===== config.mk =====
export PLATFORM = sky130hd
export DESIGN_NAME = multi_pin_pulse_stretcher_flat
export DESIGN_NICKNAME = d
export VERILOG_FILES = /design/src/hdl/mpps_pkg.sv /design/src/hdl/mpps_intf.sv /design/src/hdl/multi_pin_pulse_stretcher.sv /design/src/hdl/mpps_cell.sv /design/src/hdl/mpps_chain.sv /design/src/flat_wrapper.sv
export SDC_FILE = /design/constraint.sdc
export NUM_CORES = 1
export LEC_CHECK = 0
export ABC_AREA = 1
export ABC_CLOCK_PERIOD_IN_PS = 9680
export BUFFER_PORTS_ARGS = -buffer_cell sky130_fd_sc_hd__buf_4
export CAP_MARGIN = 15
export CORE_UTILIZATION = 49
export DETAILED_ROUTE_END_ITERATION = 16
export GPL_TIMING_DRIVEN = 0
export PLACE_DENSITY = 0.63
export SYNTH_ARGS = -nofsm -noshare
export SYNTH_HDL_FRONTEND = slang
export SYNTH_SLANG_ARGS = --single-unit
export TNS_END_PERCENT = 50

===== constraint.sdc =====
create_clock -name clk -period 9.68 [get_ports clk]
set_input_delay 0.484 -clock clk [delete_from_list [all_inputs] [get_ports clk]]
set_output_delay 0.484 -clock clk [all_outputs]
set_load 0.02 [all_outputs]

===== src/hdl/mpps_pkg.sv =====
// ----------------------------------------------------------------------------
// mpps_pkg
// Shared constants, request and register codes, and types of the multi-pin
// pulse stretcher.
// ----------------------------------------------------------------------------
package mpps_pkg;

    localparam int PIN_COUNT = 8;
    localparam int TIME_BITS = 48;

    // Width that holds a deadline sum before saturation.
    localparam int SUM_BITS = ((TIME_BITS > 24) ? TIME_BITS : 24) + 1;

    localparam int MAP_BITS   = 32;
    localparam int PULSE_BITS = 24;
    localparam int ADDR_BITS  = 16;
    localparam int CFG_BITS   = 32;
    localparam int CFG_INDEX_BITS = 2;

    localparam int REQ_BITS    = 2;
    localparam int CHAN_BITS   = 3;
    localparam int SAMPLE_BITS = 48;
    localparam int BYTE_BITS   = 8;

    localparam logic [REQ_BITS-1:0] REQ_EVENT = 2'd0;
    localparam logic [REQ_BITS-1:0] REQ_CHECK = 2'd1;
    localparam logic [REQ_BITS-1:0] REQ_STOP  = 2'd2;

    localparam logic [CFG_INDEX_BITS-1:0] CFG_PIN_MAP       = 2'd0;
    localparam logic [CFG_INDEX_BITS-1:0] CFG_PULSE_SAMPLES = 2'd1;
    localparam logic [CFG_INDEX_BITS-1:0] CFG_PORT_ADDRESS  = 2'd2;

    localparam logic [PULSE_BITS-1:0] PULSE_RESET = 24'd300;

    typedef logic [TIME_BITS-1:0] time_t;

    // Token that walks the row of cells, one cell per cycle.
    typedef struct packed {
        logic valid;
        logic changed;
    } token_t;

    // Command of the item in flight, held steady while the token walks.
    typedef struct packed {
        logic [REQ_BITS-1:0]  req;
        logic [PIN_COUNT-1:0] hit;
        time_t                now;
        time_t                deadline;
    } cmd_t;

    typedef enum logic [1:0] {
        ST_IDLE,
        ST_RUN,
        ST_HOLD
    } state_t;

endpackage


===== src/hdl/mpps_intf.sv =====
// ----------------------------------------------------------------------------
// mpps_intf
// Handshake channels of the pulse stretcher: input items, results and
// configuration writes.
// ----------------------------------------------------------------------------
interface mpps_item_if;
    logic                                valid;
    logic                                ready;
    logic [mpps_pkg::REQ_BITS-1:0]       req_type;
    logic [mpps_pkg::CHAN_BITS-1:0]      channel;
    logic                                level;
    logic [mpps_pkg::SAMPLE_BITS-1:0]    sample_time;

    modport source (output valid, req_type, channel, level, sample_time, input ready);
    modport sink (input valid, req_type, channel, level, sample_time, output ready);
endinterface

interface mpps_result_if;
    logic                              valid;
    logic                              ready;
    logic [mpps_pkg::BYTE_BITS-1:0]    pin_byte;
    logic                              port_write;
    logic [mpps_pkg::ADDR_BITS-1:0]    write_address;

    modport source (output valid, pin_byte, port_write, write_address, input ready);
    modport sink (input valid, pin_byte, port_write, write_address, output ready);
endinterface

interface mpps_cfg_if;
    logic                                  valid;
    logic                                  ready;
    logic [mpps_pkg::CFG_INDEX_BITS-1:0]   index;
    logic [mpps_pkg::CFG_BITS-1:0]         data;

    modport source (output valid, index, data, input ready);
    modport sink (input valid, index, data, output ready);
endinterface


===== src/hdl/multi_pin_pulse_stretcher.sv =====
// ----------------------------------------------------------------------------
// multi_pin_pulse_stretcher
// Retriggerable one-shot per output pin, run by TTL events, checks and stops.
// ----------------------------------------------------------------------------
// An accepted word sets the start register, then its token walks the
// PIN_COUNT cells; a new word is taken once its result is registered.
// The result register frees the input side while a result waits downstream.
// Reset: all pins low and unarmed, pin_map 0, pulse_samples 300,
// port_address 0. Deadlines are undefined until an event writes them.
module multi_pin_pulse_stretcher (
    input  logic          clk,
    input  logic          rst_n,
    mpps_item_if.sink     item,
    mpps_result_if.source result,
    mpps_cfg_if.sink      cfg
);
    import mpps_pkg::*;

    logic [MAP_BITS-1:0]   pin_map_reg;
    logic [PULSE_BITS-1:0] pulse_samples_reg;
    logic [ADDR_BITS-1:0]  port_address_reg;

    state_t state_reg, state_next;
    cmd_t   cmd_reg, cmd_next;
    logic   start_reg, start_next;
    logic   changed_reg, changed_next;

    logic                 out_valid_reg, out_valid_next;
    logic [BYTE_BITS-1:0] out_byte_reg, out_byte_next;
    logic                 out_write_reg, out_write_next;
    logic [ADDR_BITS-1:0] out_addr_reg, out_addr_next;

    token_t               chain_in, chain_out;
    logic [PIN_COUNT-1:0] levels, armed;

    logic                 accept;
    logic                 out_free;
    logic [3:0]           nibble;
    time_t                now;
    logic [SUM_BITS-1:0]  sum;
    logic [PIN_COUNT-1:0] hit;

    // Configuration writes.
    assign cfg.ready = 1'b1;

    always_ff @(posedge clk or negedge rst_n)
    begin
        if (!rst_n)
        begin
            pin_map_reg       <= '0;
            pulse_samples_reg <= PULSE_RESET;
            port_address_reg  <= '0;
        end
        else if (cfg.valid)
        begin
            unique case (cfg.index)
                CFG_PIN_MAP:       pin_map_reg       <= cfg.data;
                CFG_PULSE_SAMPLES: pulse_samples_reg <= cfg.data[PULSE_BITS-1:0];
                CFG_PORT_ADDRESS:  port_address_reg  <= cfg.data[ADDR_BITS-1:0];
                default:
                begin
                end
            endcase
        end
    end

    // Decode the incoming word: target pin and saturated deadline.
    assign accept = item.valid && item.ready;
    assign nibble = pin_map_reg[{item.channel, 2'b00} +: 4];
    assign now    = TIME_BITS'(item.sample_time);
    assign sum    = SUM_BITS'(now) + SUM_BITS'(pulse_samples_reg);

    for (genvar k = 0; k < PIN_COUNT; k++)
    begin : g_hit
        assign hit[k] = (item.req_type == REQ_EVENT) && item.level
                        && (nibble == 4'(k + 1));
    end

    assign out_free = !out_valid_reg || result.ready;

    always_comb
    begin
        state_next     = state_reg;
        cmd_next       = cmd_reg;
        start_next     = 1'b0;
        changed_next   = changed_reg;
        out_valid_next = out_valid_reg && !result.ready;
        out_byte_next  = out_byte_reg;
        out_write_next = out_write_reg;
        out_addr_next  = out_addr_reg;
        item.ready     = 1'b0;

        unique case (state_reg)
            ST_IDLE:
            begin
                item.ready = 1'b1;
                if (item.valid)
                begin
                    cmd_next.req = item.req_type;
                    cmd_next.hit = hit;
                    cmd_next.now = now;
                    if (sum[SUM_BITS-1:TIME_BITS] != '0)
                    begin
                        cmd_next.deadline = '1;
                    end
                    else
                    begin
                        cmd_next.deadline = sum[TIME_BITS-1:0];
                    end
                    start_next = 1'b1;
                    state_next = ST_RUN;
                end
            end
            ST_RUN:
            begin
                if (chain_out.valid)
                begin
                    changed_next = chain_out.changed;
                    if (out_free)
                    begin
                        out_valid_next = 1'b1;
                        out_byte_next  = BYTE_BITS'(levels);
                        out_write_next = chain_out.changed;
                        out_addr_next  = chain_out.changed ? port_address_reg : '0;
                        state_next     = ST_IDLE;
                    end
                    else
                    begin
                        state_next = ST_HOLD;
                    end
                end
            end
            ST_HOLD:
            begin
                if (out_free)
                begin
                    out_valid_next = 1'b1;
                    out_byte_next  = BYTE_BITS'(levels);
                    out_write_next = changed_reg;
                    out_addr_next  = changed_reg ? port_address_reg : '0;
                    state_next     = ST_IDLE;
                end
            end
            default:
            begin
                state_next = ST_IDLE;
            end
        endcase
    end

    always_ff @(posedge clk or negedge rst_n)
    begin
        if (!rst_n)
        begin
            state_reg     <= ST_IDLE;
            start_reg     <= 1'b0;
            out_valid_reg <= 1'b0;
        end
        else
        begin
            state_reg     <= state_next;
            start_reg     <= start_next;
            out_valid_reg <= out_valid_next;
        end
    end

    always_ff @(posedge clk)
    begin
        cmd_reg       <= cmd_next;
        changed_reg   <= changed_next;
        out_byte_reg  <= out_byte_next;
        out_write_reg <= out_write_next;
        out_addr_reg  <= out_addr_next;
    end

    assign chain_in.valid   = start_reg;
    assign chain_in.changed = 1'b0;

    mpps_chain u_chain (
        .clk       (clk),
        .rst_n     (rst_n),
        .cmd       (cmd_reg),
        .token_in  (chain_in),
        .token_out (chain_out),
        .levels    (levels),
        .armed     (armed)
    );

    assign result.valid         = out_valid_reg;
    assign result.pin_byte      = out_byte_reg;
    assign result.port_write    = out_write_reg;
    assign result.write_address = out_addr_reg;

`ifndef SYNTHESIS
    // A pin is never armed while its level is low.
    a_armed_high: assert property (@(posedge clk) disable iff (!rst_n)
        (armed & ~levels) == '0)
        else $error("armed pin with low level");

    // Only one word is in flight: no new word is taken the cycle after one.
    a_one_in_flight: assert property (@(posedge clk) disable iff (!rst_n)
        accept |=> !item.ready)
        else $error("word accepted while another is in flight");

    // The token leaves the row only while the control waits for it.
    a_token_in_run: assert property (@(posedge clk) disable iff (!rst_n)
        chain_out.valid |-> (state_reg == ST_RUN))
        else $error("token left the row outside of a run");

    // A stop word leaves every pin low in its result.
    a_stop_clears: assert property (@(posedge clk) disable iff (!rst_n)
        (chain_out.valid && (cmd_reg.req == REQ_STOP)) |-> (levels == '0))
        else $error("pins still high after stop");
`endif

endmodule


===== src/hdl/mpps_cell.sv =====
// ----------------------------------------------------------------------------
// mpps_cell
// One output pin: its level, armed flag and turn-off deadline. Acts on the
// command when the token reaches it and hands the token on.
// ----------------------------------------------------------------------------
module mpps_cell (
    input  logic             clk,
    input  logic             rst_n,
    input  mpps_pkg::cmd_t   cmd,
    input  logic             hit,
    input  mpps_pkg::token_t token_in,
    output mpps_pkg::token_t token_out,
    output logic             level,
    output logic             armed
);
    import mpps_pkg::*;

    logic   level_reg, level_next;
    logic   armed_reg, armed_next;
    time_t  deadline_reg, deadline_next;
    logic   load_deadline;
    logic   mine;
    token_t token_reg, token_next;

    always_comb
    begin
        level_next    = level_reg;
        armed_next    = armed_reg;
        deadline_next = cmd.deadline;
        load_deadline = 1'b0;
        mine          = 1'b0;
        if (token_in.valid)
        begin
            case (cmd.req)
                REQ_EVENT:
                begin
                    if (hit)
                    begin
                        level_next    = 1'b1;
                        armed_next    = 1'b1;
                        load_deadline = 1'b1;
                        mine          = 1'b1;
                    end
                end
                REQ_CHECK:
                begin
                    if (armed_reg && (cmd.now >= deadline_reg))
                    begin
                        level_next = 1'b0;
                        armed_next = 1'b0;
                        mine       = 1'b1;
                    end
                end
                REQ_STOP:
                begin
                    level_next = 1'b0;
                    armed_next = 1'b0;
                    mine       = 1'b1;
                end
                default:
                begin
                end
            endcase
        end
        token_next.valid   = token_in.valid;
        token_next.changed = token_in.changed | mine;
    end

    always_ff @(posedge clk or negedge rst_n)
    begin
        if (!rst_n)
        begin
            level_reg <= 1'b0;
            armed_reg <= 1'b0;
            token_reg <= '0;
        end
        else
        begin
            level_reg <= level_next;
            armed_reg <= armed_next;
            token_reg <= token_next;
        end
    end

    always_ff @(posedge clk)
    begin
        if (load_deadline)
        begin
            deadline_reg <= deadline_next;
        end
    end

    assign token_out = token_reg;
    assign level     = level_reg;
    assign armed     = armed_reg;

endmodule


===== src/hdl/mpps_chain.sv =====
// ----------------------------------------------------------------------------
// mpps_chain
// Row of pin cells; the token enters at pin 1 and leaves after the last pin.
// ----------------------------------------------------------------------------
module mpps_chain (
    input  logic                           clk,
    input  logic                           rst_n,
    input  mpps_pkg::cmd_t                 cmd,
    input  mpps_pkg::token_t               token_in,
    output mpps_pkg::token_t               token_out,
    output logic [mpps_pkg::PIN_COUNT-1:0] levels,
    output logic [mpps_pkg::PIN_COUNT-1:0] armed
);
    import mpps_pkg::*;

    token_t tokens [PIN_COUNT+1];

    assign tokens[0] = token_in;

    for (genvar k = 0; k < PIN_COUNT; k++)
    begin : g_cell
        mpps_cell u_cell (
            .clk       (clk),
            .rst_n     (rst_n),
            .cmd       (cmd),
            .hit       (cmd.hit[k]),
            .token_in  (tokens[k]),
            .token_out (tokens[k+1]),
            .level     (levels[k]),
            .armed     (armed[k])
        );
    end

    assign token_out = tokens[PIN_COUNT];

endmodule

===== src/flat_wrapper.sv =====
// flat-port wrapper written by rule: the top's interface ports become plain ports
module multi_pin_pulse_stretcher_flat import mpps_pkg::*;
  (clk, rst_n, item_valid, item_req_type, item_channel, item_level, item_sample_time, item_ready, result_valid, result_pin_byte, result_port_write, result_write_address, result_ready, cfg_valid, cfg_index, cfg_data, cfg_ready);
  mpps_item_if item_i ();
  mpps_result_if result_i ();
  mpps_cfg_if cfg_i ();
  input  logic clk;
  input  logic rst_n;
  input wire logic [$bits(item_i.valid)-1:0] item_valid;
  input wire logic [$bits(item_i.req_type)-1:0] item_req_type;
  input wire logic [$bits(item_i.channel)-1:0] item_channel;
  input wire logic [$bits(item_i.level)-1:0] item_level;
  input wire logic [$bits(item_i.sample_time)-1:0] item_sample_time;
  output wire logic [$bits(item_i.ready)-1:0] item_ready;
  output wire logic [$bits(result_i.valid)-1:0] result_valid;
  output wire logic [$bits(result_i.pin_byte)-1:0] result_pin_byte;
  output wire logic [$bits(result_i.port_write)-1:0] result_port_write;
  output wire logic [$bits(result_i.write_address)-1:0] result_write_address;
  input wire logic [$bits(result_i.ready)-1:0] result_ready;
  input wire logic [$bits(cfg_i.valid)-1:0] cfg_valid;
  input wire logic [$bits(cfg_i.index)-1:0] cfg_index;
  input wire logic [$bits(cfg_i.data)-1:0] cfg_data;
  output wire logic [$bits(cfg_i.ready)-1:0] cfg_ready;
  assign item_i.valid = item_valid;
  assign item_i.req_type = item_req_type;
  assign item_i.channel = item_channel;
  assign item_i.level = item_level;
  assign item_i.sample_time = item_sample_time;
  assign item_ready = item_i.ready;
  assign result_valid = result_i.valid;
  assign result_pin_byte = result_i.pin_byte;
  assign result_port_write = result_i.port_write;
  assign result_write_address = result_i.write_address;
  assign result_i.ready = result_ready;
  assign cfg_i.valid = cfg_valid;
  assign cfg_i.index = cfg_index;
  assign cfg_i.data = cfg_data;
  assign cfg_ready = cfg_i.ready;
  multi_pin_pulse_stretcher u_core (.clk(clk), .rst_n(rst_n), .item(item_i), .result(result_i), .cfg(cfg_i));
endmodule

Yosys cells after proc, flatten, opt, wreduce, memory -nomap -nowiden
Index checks and enable logic that the tools add are counted.
Widths: inputs -> output; s select.
{"block": "op_classes", "n_addsub": 1, "magnitude_cmp": 8, "n_eq_ne": 34, "n_shift": 1, "n_mux": 96, "bitwise_logic": 7, "n_reduce_logical": 43}
{"op": "$ge 48x48->1", "count": 8}
{"op": "$mux 16", "count": 5}
{"op": "$mux 1", "count": 64}
{"op": "$add 48x24->49", "count": 1}
{"op": "$pmux 1 s3", "count": 16}
{"op": "$ne 2x1->1 const B", "count": 18}
{"op": "$reduce_and 4->1", "count": 9}
{"op": "$pmux 16 s2", "count": 1}
{"op": "$shiftx 32x6->4", "count": 1}
{"op": "$logic_and 1x1->1", "count": 18}
{"op": "$eq 4x3->1 const B", "count": 4}
{"op": "$mux 8", "count": 2}
{"op": "$pmux 8 s2", "count": 1}
{"op": "$reduce_and 2->1", "count": 6}
{"op": "$eq 4x2->1 const B", "count": 2}
{"op": "$logic_not 2->1", "count": 4}
{"op": "$mux 2", "count": 4}
{"op": "$or 1x1->1", "count": 7}
{"op": "$eq 2x1->1 const B", "count": 3}
{"op": "$eq 2x2->1 const B", "count": 3}
{"op": "$pmux 2 s3", "count": 1}
{"op": "$eq 4x1->1 const B", "count": 1}
{"op": "$eq 4x4->1 const B", "count": 1}
{"op": "$ne 2x2->1 const B", "count": 2}
{"op": "other kinds (6)", "count": 8}
{"block": "totals", "regBits": 616, "out_inout_bits": 28}

Depth between registers and ports, before layout
{"block": "logic_depth", "word_depth": 6, "mapped_depth": 17, "depth_no_buf": 17}

Cells and area by module
Synthesis repeated with hierarchy kept, for this count alone.
{"block": "unflattened", "cells_unflattened": 3648, "hier_area_um2": 35089.9}
{"module": "mpps_cell (u_core.u_chain.g_cell[0].u_cell ...)", "instances": 7, "cells_per_inst": 303, "area_each_um2": 3042.9}
{"module": "multi_pin_pulse_stretcher", "instances": 1, "cells_per_inst": 1223, "area_each_um2": 10750.3}
{"module": "mpps_cell (u_core.u_chain.g_cell[6].u_cell)", "instances": 1, "cells_per_inst": 304, "area_each_um2": 3039.2}

Least setup slack after synthesis
No wires, ideal clock.
{"block": "synth_path", "kind": "reg-to-reg", "start": "register u_core.cmd_reg[104] (netlist name)", "end": "register u_core.u_chain.g_cell[0].u_cell.deadline_reg[0], enable pin", "setup_ps": 454, "arrival_time_ps": 3226, "t_required_ps": 9226, "path_slack_ps": 6000, "stages_incl_launch_ff": 7, "n_path_buf": 2, "synth_period_minus_slack_ps": 3680, "cell_sequence": "edfxtp_1 > inv_1 > ha_1 > clkbuf_1 > clkbuf_1 > nand2_1 > nor2_1"}
{"block": "synth_via", "elab_chain_cells": 3}
{"item": "from (decl)", "line": "multi_pin_pulse_stretcher.sv:24", "text": "cmd_t cmd_reg, cmd_next;"}
{"item": "from (signal assigned)", "line": "multi_pin_pulse_stretcher.sv:169", "text": "cmd_reg <= cmd_next;"}
{"item": "$logic_not 2->1", "line": "mpps_cell.sv:34", "text": "case (cmd.req)"}
{"item": "$mux 1", "line": "mpps_cell.sv:34"}
{"item": "$mux 1", "line": "mpps_cell.sv:32", "text": "if (token_in.valid)"}
{"item": "via u_core.u_chain.g_cell[0].u_cell.load_deadline", "line": "mpps_cell.sv:21", "text": "logic load_deadline;"}
{"item": "to (signal assigned)", "line": "mpps_cell.sv:89", "text": "deadline_reg <= deadline_next;"}
{"item": "to (decl)", "line": "mpps_cell.sv:20", "text": "time_t deadline_reg, deadline_next;"}
The timed path passes the listed nets, and every way through them passes these cells.
A chain may end at the register's enable or synchronous reset.

Worst setup path after layout
{"block": "layout_path", "start": "register u_core.cmd_reg[104] (netlist name)", "end": "register u_core.u_chain.g_cell[0].u_cell.deadline_reg[31], enable pin"}
Same word-level chain as after synthesis.

==> summary.md <==
| Metric | Value |
|---|---|
| Outcome | complete, but fails checks |
| Violated checks | DRC |
| Worst slew margin | approximately a third |
| Maximum vdd drop | roughly 0.18 mV |
| Pin count of the biggest net entering global routing | 91 |
| I/O pin total | roughly 120 |
| TritonCTS clock tree | done |
| Standard-cell row count | 94 |
| Kind of capture point of the worst setup path | register |
| Final setup fails | 0 |
| Core region area | between 60000 and 70000 um^2 |
| Post-place instance area | between 30000 and 40000 um^2 |
| Count of endpoints failing hold in the final timing report | 0 |
| N_diodes | 0 |
| Routed wirelength normalized by instance count | 19.1 um |
| Post-detailed-route count of antenna-violating nets | 0 |
| Period utilisation layout | ~30% |
| Flip-flop count of the largest register, all copies and words added | ~380 |
| Count of routing violations after the opening detailed-route iteration | around 1700 |
| CTS H-Tree Depth | 3 |
| Share of the synthesized area in the top cell type | a little under half |
| Fraction of layout instances using a drive strength above 1 | between 8 and 9% |
| Count of port buffers added during placement | 118 |
| Total routing resource utilization after global routing | 25.3% |
| Total global routing overflow | 0 |
| Worst hold path class | in2reg |
| Clock latency of the later-clocked register in the worst-skew pair | between 0.6 and 0.7 ns |
| X dimension of the die | roughly 260 um |
| Worst setup slack after layout | about 6.8 ns |
| Worst Setup Path Type | reg2reg |
| Hold Worst Slack | 0.0456 ns |
| Skew final | between 0.03 and 0.04 ns |
| Gpl congestion | approximately 0.93 |
| Number of gates resized after cts | 0 |
| Highest net fanout along the worst path | 25 |
| Most used flip-flop cell after synthesis | edfxtp_1 |
| Clk Tree Root Cell | clkbuf_16 |
| Area of the die | approximately 70000 um^2 |
| Num CTS Buffers | 70 |
| Per-cell via count in the routed design | 5.21 |
| Via count of the first global-routing pass | approximately 23000 |
| Post-detail-place hpwl | ~65 mm |
| Detailed-route via count | between 20000 and 25000 |
| Maximum clock insertion buffer count | 3 |
| Share of synthesized registers carrying an async set or reset | between 15 and 20% |
| Mapped Nets | ~3800 |
| Post-synth top area cell | edfxtp_1 |
| Pre-Repair DR Iteration Count | 14 |
| Element type at the critical path start | register |
| Clock sink total | 616 |
| Clock slew at the register clock pins of the worst setup and hold paths | about 0.060 ns |
| Fin nets | around 4000 |
| Final wirelength | ~84 mm |
| Sequential element share of the synthesized area | between 50% and 60% |
| Number of distinct standard cells referenced by the synthesized netlist | between 40 and 50 |
| Worst-Margin Slew | 1.02 ns |
| Cells after Synth | 3274 |
| RSZ-0062 raised after global routing | false |
| Total power density per cell area | between 200 and 250 nW/um^2 |
| Initial standard-cell utilization of the core | about half |
| Biggest area contributors in the synthesized netlist | edfxtp_1 47%, ha_1 16%, nand2_1 7.9% |
| Wire length of the first global-routing pass | 129 mm |
| Lkg Pwr | 17.4 nW |
| Accumulated negative setup slack | 0 ns |
| Synthesis-stage register bit count | just over 600 |
| Design area | around 38000 um^2 |
| CP arrival | roughly 3.2 ns |
| Max_cap viols | 0 |
| Data required time of the worst path | 9.97 ns |
| Die height | around 260 um |
| Post-route total power | between 0.007 and 0.008 W |
| Synthesized area per cell | roughly 10 um^2 |
| Remaining routing DRC violations | 1 |
| Fill cell instance count of the final layout | roughly 5700 |
| Area growth from synthesis to layout | 14.0% |
| Max-slew violations | 0 |
| Min cycle time layout | roughly 2.9 ns |
| Worst Setup Slack post-DPL | ~6.8 ns |
| Initial antenna violation count | 6 |
| EDFF count, synth | about 520 |
| Synth warn | 0 |
| Highest attainable clock frequency | 344 MHz |
| Post-Synthesis Cell Area | around 33000 um^2 |
==> worst max-delay path, stage by stage, from the launching register on <==
cell and delay, ns:
edfxtp_1 0.42, inv_1 0.10, ha_1 0.14, clkbuf_1 0.27, clkbuf_1 0.38, nand2_1 0.16, nor2_4 0.76, buf_12 0.29
==> routing by layer <==
| layer | share of wire (%) | vias to the layer above | GRT usage (%) |
|---|---|---|---|
| li1 | - | 11333 | - |
| met1 | 44 | 10895 | 33.0 |
| met2 | 47 | 549 | 42.0 |
| met3 | 5.5 | 139 | 4.82 |
| met4 | 3.4 | 12 | 9.00 |
| met5 | 0.088 | - | 0 |
==> report_power, final <==
| group | switching, W | internal [W] | leakage, nW |
|---|---|---|---|
| logic | 0.00107 | 0.000602 | 10.4 |
| registers | 0.000333 | 0.00337 | 5.95 |
| clock network | 0.00107 | 0.00153 | 1.10 |
==> final cells by class <==
cell class | instances | area (um^2) | share of cell area (%)
Buffer | 29 | 130 | 0.347
Clock inverter | 36 | 342 | 0.910
Tap cell | 864 | 1080 | 2.88
Multi-Input combinational cell | 1993 | 12500 | 33.2
Clock buffer | 91 | 1910 | 5.10
Sequential cell | 616 | 18000 | 48.0
Timing Repair Buffer | 133 | 1200 | 3.19
Inverter | 636 | 2390 | 6.37
==> cells by family (layout without fill, tap and decap cells) <==
family,Yosys count,in the layout,synth area share (%)
AOI/OAI and AO/OA,399,399,6.63
and+or+nand+nor,1151,1151,14.5
DFF,616,616,54.7
xor gates and xnor gates,17,17,0.452
adders and majority gates,416,416,15.8
other,1,1,0.0114
buffers and inverters,665,925,7.65
muxes,9,9,0.304
==> worst paths after layout <==
path / start / to / slack (ns) / cells after the start
max: u_core.cmd_reg[104]$_DFFE_PP_ / u_core.u_chain.g_cell[0].u_cell.deadline_reg[31]$_DFFE_PP_ / 6.77 / 7
min: item_req_type[1] / u_core.cmd_reg[105]$_DFFE_PP_ / 0.05 / 1
max reg2reg: u_core.cmd_reg[104]$_DFFE_PP_ / u_core.u_chain.g_cell[0].u_cell.deadline_reg[31]$_DFFE_PP_ / 6.77 / 7
min reg2reg: u_core.start_reg$_DFF_PN0_ / u_core.u_chain.g_cell[0].u_cell.token_out[1]$_DFF_PN0_ / 0.37 / 0
max in group asynchronous: rst_n / u_core.pulse_samples_reg[2]$_DFFE_PN1P_ / 8.63 / 3
min in group asynchronous: rst_n / u_core.result.valid$_DFF_PN0_ / 0.32 / 2
==> repair_timing <==
item	4_1_cts	5_1_grt
hold buffers	1	0
endpoints found under the hold margin	25	0
setup buffers	0	0
==> synth_stat cells, types with 5 or more instances <==
cell type  instances
o21a_1            33
a21oi_1          194
a21o_1            17
clkbuf_1          22
o21bai_1           6
or2_1             11
nor4_1            10
o32ai_1            7
nand3b_1           7
nor2_1           228
inv_1            631
nand4_1           36
nand2_1          693
nand3_1          116
dfrtp_1           96
o21ai_0          130
ha_1             415
mux2_2             8
inv_2              5
xor2_1            13
o21ai_1            5
nor3_1            28
nand2_2            7
edfxtp_1         516
==> per-stage QoR <==
stage,instances,utilization (%)
4_1_cts,4398,56.8
2_1_floorplan,3274,-
6_report,4398,56.8
3_5_place_dp,4270,53.4
3_3_place_gp,4256,52.8
5_1_grt,4398,56.8
==> cell usage in the layout (no fill, tap or decap), drive strengths merged, types with 113 or more instances in the layout <==
master / netlist / routed
nand2: 700 / 700
ha: 415 / 415
nor2: 229 / 229
clkbuf: 22 / 113
a21oi: 197 / 197
buf: 7 / 139
nand3: 119 / 119
o21ai: 136 / 136
inv: 636 / 640
edfxtp: 516 / 516
(Power assumes the default switching activity.)
